## config.mk

```make
export PLATFORM = sky130hd
export DESIGN_NAME = tea_cell
export DESIGN_NICKNAME = d
export VERILOG_FILES = /design/src/sv/tea_pkg.sv /design/src/sv/tea_cell.sv
export SDC_FILE = /design/constraint.sdc
export NUM_CORES = 1
export LEC_CHECK = 0
export BUFFER_PORTS_ARGS = -buffer_cell sky130_fd_sc_hd__buf_2
export CAP_MARGIN = 40
export CORE_AREA = 10 10 163 165
export DETAILED_ROUTE_END_ITERATION = 12
export DIE_AREA = 0 0 173 175
export PLACE_DENSITY = 0.91
export SYNTH_ARGS = -nofsm -noshare
export SYNTH_HDL_FRONTEND = slang
export SYNTH_SLANG_ARGS = --single-unit
export TNS_END_PERCENT = 50
```

## constraint.sdc

```tcl
create_clock -name i_clk -period 9.9 [get_ports i_clk]
set_clock_uncertainty 0.2 [all_clocks]
set_input_delay 0.99 -clock i_clk [delete_from_list [all_inputs] [get_ports i_clk]]
set_output_delay 0.99 -clock i_clk [all_outputs]
set_load 0.1 [all_outputs]
```

## src/sv/tea_pkg.sv

```systemverilog
// Shared types and constants of the TEA block cipher unit.
`default_nettype none

package tea_pkg;

    localparam int ROUNDS = 32;
    localparam int CELLS  = 2 * ROUNDS;

    localparam int WORD_W = 32;
    localparam int CFG_IDX_W = 3;

    localparam logic [WORD_W-1:0] DELTA = 32'h9e3779b9;
    localparam logic [WORD_W-1:0] SUM_DEC = WORD_W'(64'(DELTA) * 64'(ROUNDS));

    localparam logic [CFG_IDX_W-1:0] CFG_KEY0 = 3'd0;
    localparam logic [CFG_IDX_W-1:0] CFG_KEY1 = 3'd1;
    localparam logic [CFG_IDX_W-1:0] CFG_KEY2 = 3'd2;
    localparam logic [CFG_IDX_W-1:0] CFG_KEY3 = 3'd3;

    localparam logic REQ_ENCRYPT = 1'b0;
    localparam logic REQ_DECRYPT = 1'b1;

    typedef struct packed {
        logic              req_type;
        logic [WORD_W-1:0] block_left;
        logic [WORD_W-1:0] block_right;
    } t_in_beat;

    typedef struct packed {
        logic [WORD_W-1:0] out_left;
        logic [WORD_W-1:0] out_right;
    } t_out_beat;

    typedef struct packed {
        logic [WORD_W-1:0] k0;
        logic [WORD_W-1:0] k1;
        logic [WORD_W-1:0] k2;
        logic [WORD_W-1:0] k3;
    } t_key;

    // The word x is mixed into y, then the two trade places.
    typedef struct packed {
        logic              dec;
        logic              phase;
        logic [WORD_W-1:0] x;
        logic [WORD_W-1:0] y;
        logic [WORD_W-1:0] sum;
    } t_cell;

endpackage

`default_nettype wire

```

## src/sv/tea_cell.sv

```systemverilog
// One half-round cell of the TEA pipeline with its own register and flow control.
`default_nettype none

module tea_cell (
    input  wire                 i_clk,
    input  wire                 i_rst_n,
    input  wire tea_pkg::t_key  i_key,
    input  wire                 i_valid,
    input  wire tea_pkg::t_cell i_data,
    output logic                o_ready,
    output logic                o_valid,
    output tea_pkg::t_cell      o_data,
    input  wire                 i_ready
);

    logic                       r_valid;
    tea_pkg::t_cell             r_data;
    tea_pkg::t_cell             n_data;
    logic                       take;
    logic                       use01;
    logic [tea_pkg::WORD_W-1:0] ka;
    logic [tea_pkg::WORD_W-1:0] kb;
    logic [tea_pkg::WORD_W-1:0] w;
    logic [tea_pkg::WORD_W-1:0] mix;

    assign o_ready = !r_valid || i_ready;
    assign take    = i_valid && o_ready;
    assign o_valid = r_valid;
    assign o_data  = r_data;

    always_comb begin
        w     = i_data.x;
        use01 = (i_data.phase == i_data.dec);
        ka    = use01 ? i_key.k0 : i_key.k2;
        kb    = use01 ? i_key.k1 : i_key.k3;
        mix   = ((w << 4) + ka) ^ (w + i_data.sum) ^ ((w >> 5) + kb);

        n_data.dec   = i_data.dec;
        n_data.phase = !i_data.phase;
        n_data.y     = w;
        if (i_data.dec == tea_pkg::REQ_DECRYPT) begin
            n_data.x = i_data.y - mix;
        end else begin
            n_data.x = i_data.y + mix;
        end
        if (!i_data.phase) begin
            n_data.sum = i_data.sum;
        end else if (i_data.dec == tea_pkg::REQ_DECRYPT) begin
            n_data.sum = i_data.sum - tea_pkg::DELTA;
        end else begin
            n_data.sum = i_data.sum + tea_pkg::DELTA;
        end
    end

    always_ff @(posedge i_clk) begin
        if (!i_rst_n) begin
            r_valid <= 1'b0;
        end else if (o_ready) begin
            r_valid <= i_valid;
        end
    end

    always_ff @(posedge i_clk) begin
        if (take) begin
            r_data <= n_data;
        end
    end

    a_phase_toggles: assert property (@(posedge i_clk) disable iff (!i_rst_n)
        take |=> r_data.phase != $past(i_data.phase))
        else $error("cell phase did not toggle");

    a_dec_kept: assert property (@(posedge i_clk) disable iff (!i_rst_n)
        take |=> r_data.dec == $past(i_data.dec))
        else $error("cell lost the request type");

    a_hold_on_stall: assert property (@(posedge i_clk) disable iff (!i_rst_n)
        r_valid && !i_ready |=> r_valid && $stable(r_data))
        else $error("cell changed a held beat");

    a_sum_fixed_first_half: assert property (@(posedge i_clk) disable iff (!i_rst_n)
        take && !i_data.phase |=> r_data.sum == $past(i_data.sum))
        else $error("sum changed in the first half of a round");

endmodule

`default_nettype wire

```

==> results of run 1 <==
[power breakdown]
| group | switching (mW) | internal (mW) |
|---|---|---|
| Clock | 0.179 | 0.199 |
| Combinational | 1.84 | 1.00 |
| Sequential | 0.0196 | 0.640 |
[synth_stat cells (17+ instances only)]
cell	instances
a21oi_1	132
nor2_1	97
ha_1	147
o21ai_0	65
mux2_2	76
o21a_1	21
nand3_1	19
nand2_1	80
clkbuf_1	19
xnor2_1	146
inv_1	36
nor3_1	20
a211oi_1	17
edfxtp_1	98
a21o_1	59
xor2_1	60
[state kept, by name (all words and copies together), names as in the netlist]
| signal | flops |
|---|---|
| o_data | 98 |
| o_valid | 1 |
[cell families after synthesis]
logic type	count (synthesis)	share of synthesized area
AO/OA/AOI/OAI	426	0.222
XOR/XNOR	222	0.170
adder cells (fa/ha/maj)	152	0.154
buffers and inverters	61	0.0184
flip-flops	99	0.235
multiplexers	86	0.0759
AND/OR/NAND/NOR	316	0.124
[critical path: cells and delay by family]
family                   cells  cell delay, ns
AO/OA/AOI/OAI               11            2.66
AND/OR/NAND/NOR              4            0.79
XOR/XNOR                     6            1.81
multiplexers                 1            0.40
adder cells (fa/ha/maj)      2            0.69
buffers and inverters        2            0.74
[routing by layer]
layer  GRT usage  routed length [µm]  vias to the layer above
li1            -                   -                     5794
met1       0.337               17800                     5611
met4      0.0611                 786                        0
met5           0                   0                        -
met2       0.446               19900                      505
met3      0.0526                3410                       54
[metrics by stage]
stage | hold WS [ns] | total power, mW | area, µm²
after detailed placement | 0.378 | 3.47 | 14600
after floorplan | 0.889 | 2.96 | 12600
final | 0.399 | 3.88 | 14900
after global placement | 0.308 | 3.41 | 14600
after global routing | 0.448 | 4.11 | 14900
after CTS | 0.389 | 3.86 | 14900
[layout make-up]
class / instances / area [µm²]
timing repair buffer: 334 / 1680
clock buffer: 9 / 225
antenna: 3 / 7.51
fill: 1996 / 8360
sequential: 99 / 2960
clock inverter: 7 / 73.8
inverter: 37 / 139
multi-input combinational: 1202 / 9410
tap: 319 / 399
[worst paths after layout]
kind                         from              endpoint  slack (ns)
max reg2reg  o_valid$_SDFFE_PN0N_  o_data[25]$_DFFE_PP_        7.56
max                    i_data[97]  o_data[95]$_DFFE_PP_        1.73
min reg2reg  o_valid$_SDFFE_PN0N_  o_valid$_SDFFE_PN0N_        0.40
min          o_valid$_SDFFE_PN0N_  o_valid$_SDFFE_PN0N_        0.40
==> results by group, run 1 <==
Outcome
  – Status: completed

Cells and area
  – Area Overhead vs Synth: 18.3%
  – Count of nets after finishing: 2065
  – Most frequent cells in the layout: buf_2 (329), ha_1 (147), xnor2_1 (146)
  – Final Util: 0.640
  – Commonest non-fill, non-tap cell in the layout: buf_2
  – Layout cell share with drive strength beyond 1: 0.269
  – Non-filler cells, final: 2010

Global route
  – Initial antenna violation count: 3
  – Largest net degree at the start of global routing: 56
  – First-pass GRT wire length: between 60 and 70 mm
  – Vias in the first global route: 12000
  – Global route overflow: 0
  – GRT Total Usage: 0.263

Setup path
  – Critical path class: in2reg
  – Worst-path fanout max: 48
  – Worst setup EP type: register
  – Slowest CP cell: buf_4
  – R2R depth: 3
  – Slowest stage delay, CP: between 0.5 and 0.6 ns
  – CP required: 9.81 ns
  – CP arrival: a little over 8 ns
  – Setup crit start kind: primary input

Placement
  – Placed cells: 1991
  – Routability cong.: approximately 0.95
  – Place WS: roughly 1.4 ns
  – DP Wirelength: 34.9 mm
  – PortBufs: ~330

Clock tree
  – CTS Root Cell: clkbuf_16
  – CTS tree: built
  – CTS Sinks: 99
  – Clk Latency, worst-skew pair: 0.36 ns
  – Clk pin slew, worst setup/hold paths: 0.08 ns
  – Setup Fix Bufs, Post-CTS: 0
  – # H-tree levels: 3
  – Worst-case clock buffer depth: 2
  – PostCTS Resize Cnt: 0
  – Total CTS buffers: 9
  – Hold buffer count at cts: 0

Power and ir drop
  – PD cells: 260 nW/µm²
  – Worst VDD drop: around 0.00021 V
  – Leakage power: 6.71 nW

Yosys
  – Number of synthesized flops with an enable pin: 98
  – Synthesis warning total: 0
  – Netlist Area Pre-Place: 12600 µm²
  – Post-synthesis sequential area ratio: 0.235
  – Synth cell types: 82
  – Synth top area share: 0.234
  – Synth Flop Type: edfxtp_1
  – Syn avg cell area: between 9 and 10 µm²
  – Ys async rst share: 0
  – Top cells by area, synth: edfxtp_1 (23%), ha_1 (15%), xnor2_1 (10%)
  – Cells after Synth: 1362
  – Yosys reg bits: 99
  – Syn Nets: 1744
  – Cell taking the most area after synthesis: edfxtp_1

STA
  – Fin crit period: 8.17 ns
  – Fin. max-slew vios: 0
  – Unrepaired setup endpoints after global routing: false
  – Final Hold Vio Count: 0
  – Slew HR: 0.427
  – Final setup fails: 0
  – Setup TNS: 0 ns
  – Worst slew pin tran: 0.848 ns
  – Fmax: ~120 MHz
  – Tcrit/Tclk final: 0.826
  – Setup WS post-layout: 1.73 ns

Die
  – Die width: 173 µm
  – I/O pin count: 330
  – Core area: roughly 23000 µm²
  – Die area: 30300 µm²
  – Die Height: 175 µm
  – Std-Cell Rows: 56
  – Initial Utilization: 0.542

Min path
  – Hold depth: 2
  – Hold Crit Class: reg2reg

Detailed routing
  – Total number of vias: 12000
  – Drt via density: around 6
  – Antenna viol nets, final: 0
  – Routed WL per cell: 20.9 µm
  – DRT iter0 DRCs: 1063
  – WL final: 41.9 mm
  – Drt first pass iters: 8
  – Drc violations: 0

Flow run
  – Max-capacitance violation count: 0
Power figures use the tool's default switching activity.
==> inputs of run 2 (changes only) <==
- clock period: 9.9 -> 7.9 ns (I/O delays scaled with it)
==> run 2 against run 1 <==
Effect of this change:
- highest routed layer unchanged
- die area did not move
- critical path type unchanged
- utilization grew 0.37 points
- cell count rose by 0.50%
- critical endpoint unchanged
- critical path depth is 2 higher
- total power rose by 25%
- setup slack got worse by 1.3 ns
- routed wire length shrank 0.53%
- register-to-register slack lost 1.9 ns
- sequential share of layout area decreased by 0.11 points
- largest power group unchanged
- combinational power rose by 26%
- via count is 0.94% higher
- non-clock buffer count rose by 9
==> results by group, run 2 (same netlist as run 1, synthesis figures left out) <==
Outcome
  – Status: completed

Setup path
  – CP required: 7.82 ns
  – Worst Setup SP: i_data[97]
  – Worst-path fanout max: 15
  – R2R Path Start: o_valid$_SDFFE_PN0N_
  – Setup crit start kind: primary input
  – CP arrival: 7.40 ns
  – Critical path class: in2reg
  – Worst setup EP type: register

Die
  – Die area: 30300 µm²
  – Std-Cell Rows: 56
  – Die Height: 175 µm
  – Core area: 23300 µm²
  – Die width: 173 µm
  – I/O pin count: 330
  – Initial Utilization: 0.542

Clock tree
  – Clk Latency, worst-skew pair: about 0.36 ns
  – Worst-case clock buffer depth: 2
  – Clk pin slew, worst setup/hold paths: 0.08 ns
  – Total CTS buffers: 9
  – CTS Sinks: 99
  – # H-tree levels: 3
  – CTS tree: built
  – CTS Root Cell: clkbuf_16
  – Hold buffer count at cts: 0

STA
  – Fin crit period: 7.48 ns
  – Setup WS post-layout: approximately 0.42 ns
  – Slew HR: 0.318
  – Worst slew pin tran: about 1.0 ns
  – Fmax: approximately 130 MHz
  – Final Hold Vio Count: 0
  – Tcrit/Tclk final: 0.947
  – Fin. max-slew vios: 0
  – Final setup fails: 0

Global route
  – Initial antenna violation count: 3
  – Largest net degree at the start of global routing: 56
  – GRT Total Usage: 0.262
  – Global route overflow: 0
  – First-pass GRT wire length: 64.0 mm
  – Vias in the first global route: 12100

Cells and area
  – Commonest non-fill, non-tap cell in the layout: buf_2
  – Count of nets after finishing: 2074
  – Final Cell Area: 15000 µm²
  – Layout cell share with drive strength beyond 1: 0.273
  – Most frequent cells in the layout: buf_2 (329), ha_1 (147), xnor2_1 (146)
  – Area Overhead vs Synth: 18.9%
  – Final Util: 0.644
  – Max reg flops: 98

Detailed routing
  – Drt first pass iters: 6
  – Total number of vias: about 12000
  – WL final: 41.7 mm
  – Drt via density: 5.98
  – DRT iter0 DRCs: 1058
  – Drc violations: 0
  – Antenna viol nets, final: 0
  – Routed WL per cell: 20.6 µm

Power and ir drop
  – Switching portion of total power: 0.523
  – Clock network fraction of total power: 0.095
  – Leakage power: 6.76 nW
  – Worst VDD drop: 0.000264 V
  – Total power: 4.86 mW
  – NetSw: roughly 2.5 mW
  – Sequential share of power: 0.170
  – Logic gate share of total power: 0.735
  – P_int: ~2.3 mW
  – PD cells: 324 nW/µm²

Placement
  – Place WS: 0.0418 ns
  – Routability cong.: about 0.95
  – DP Wirelength: 34.6 mm
  – PortBufs: 329
  – Cell Area, Placed: 14700 µm²

Min path
  – HP Start: o_valid$_SDFFE_PN0N_
  – Hold Crit Class: reg2reg

Flow run
  – Max-capacitance violation count: 0
-- run 2: routing by layer --
metal | vias to the layer above | global-route usage | part of all wire
met5 | - | 0 | 0
met4 | 0 | 0.0661 | 0.020
met3 | 58 | 0.0474 | 0.075
met2 | 517 | 0.445 | 0.48
met1 | 5680 | 0.336 | 0.43
li1 | 5822 | - | -
-- run 2: power by group through the flow --
| stage | logic, mW | registers [mW] | clock network [mW] |
|---|---|---|---|
| finish | 3.57 | 0.828 | 0.460 |
| global route | 3.84 | 0.841 | 0.484 |
| CTS | 3.54 | 0.830 | 0.466 |
| detailed placement | 3.52 | 0.840 | 0 |
| global placement | 3.47 | 0.835 | 0 |
| floorplan | 2.04 | 1.67 | 0 |
-- run 2: area by class of cell --
| class | count | area (µm²) |
|---|---|---|
| clock buffer | 9 | 225 |
| fill | 1932 | 8280 |
| inverter | 37 | 139 |
| antenna | 4 | 10.0 |
| sequential | 99 | 2960 |
| timing repair buffer | 343 | 1770 |
| clock inverter | 7 | 68.8 |
| multi-input combinational | 1202 | 9410 |
| tap | 319 | 399 |
-- run 2: metrics by stage --
step	setup TNS, ns	std cells	hold WS (ns)
2_1_floorplan	0	1362	0.689
3_3_place_gp	0	1999	0.308
3_5_place_dp	0	1999	0.326
4_1_cts	0	2015	0.335
5_1_grt	-0.0191	2017	0.365
6_report	0	2020	0.338
-- run 2: timing repair --
| item | in CTS | in global routing |
|---|---|---|
| endpoints found under the setup margin | 0 | 1 |
| gates resized for setup | 0 | 2 |
| buffers inserted | 0 | 1 |
-- run 2: critical path, cell delays in order --
cell and delay, ns:
buf_2 0.15, xor2_4 0.19, buf_12 0.15, buf_4 0.24, mux2_2 0.38, ha_1 0.29, a211o_1 0.32, a21o_1 0.18
o21ai_0 0.26, a21oi_1 0.12, nor2_1 0.11, xor3_1 0.49, nor3_1 0.25, nand2b_1 0.14, nor3_1 0.15, a21oi_1 0.11
xnor2_1 0.16, ha_1 0.34, a21o_1 0.19, a21o_1 0.19, a2111oi_0 0.46, o41ai_1 0.17, o41a_1 0.36, a21o_1 0.21
a41oi_1 0.29, o21ai_0 0.16, xnor3_1 0.40, xnor2_1 0.13
-- run 2: final timing paths --
check,cells past startpoint,slack [ns],end
setup / recovery,28,0.42,o_data[95]$_DFFE_PP_
hold / removal,2,0.34,o_valid$_SDFFE_PN0N_
setup reg to reg,3,5.65,o_data[63]$_DFFE_PP_
hold reg to reg,2,0.34,o_valid$_SDFFE_PN0N_
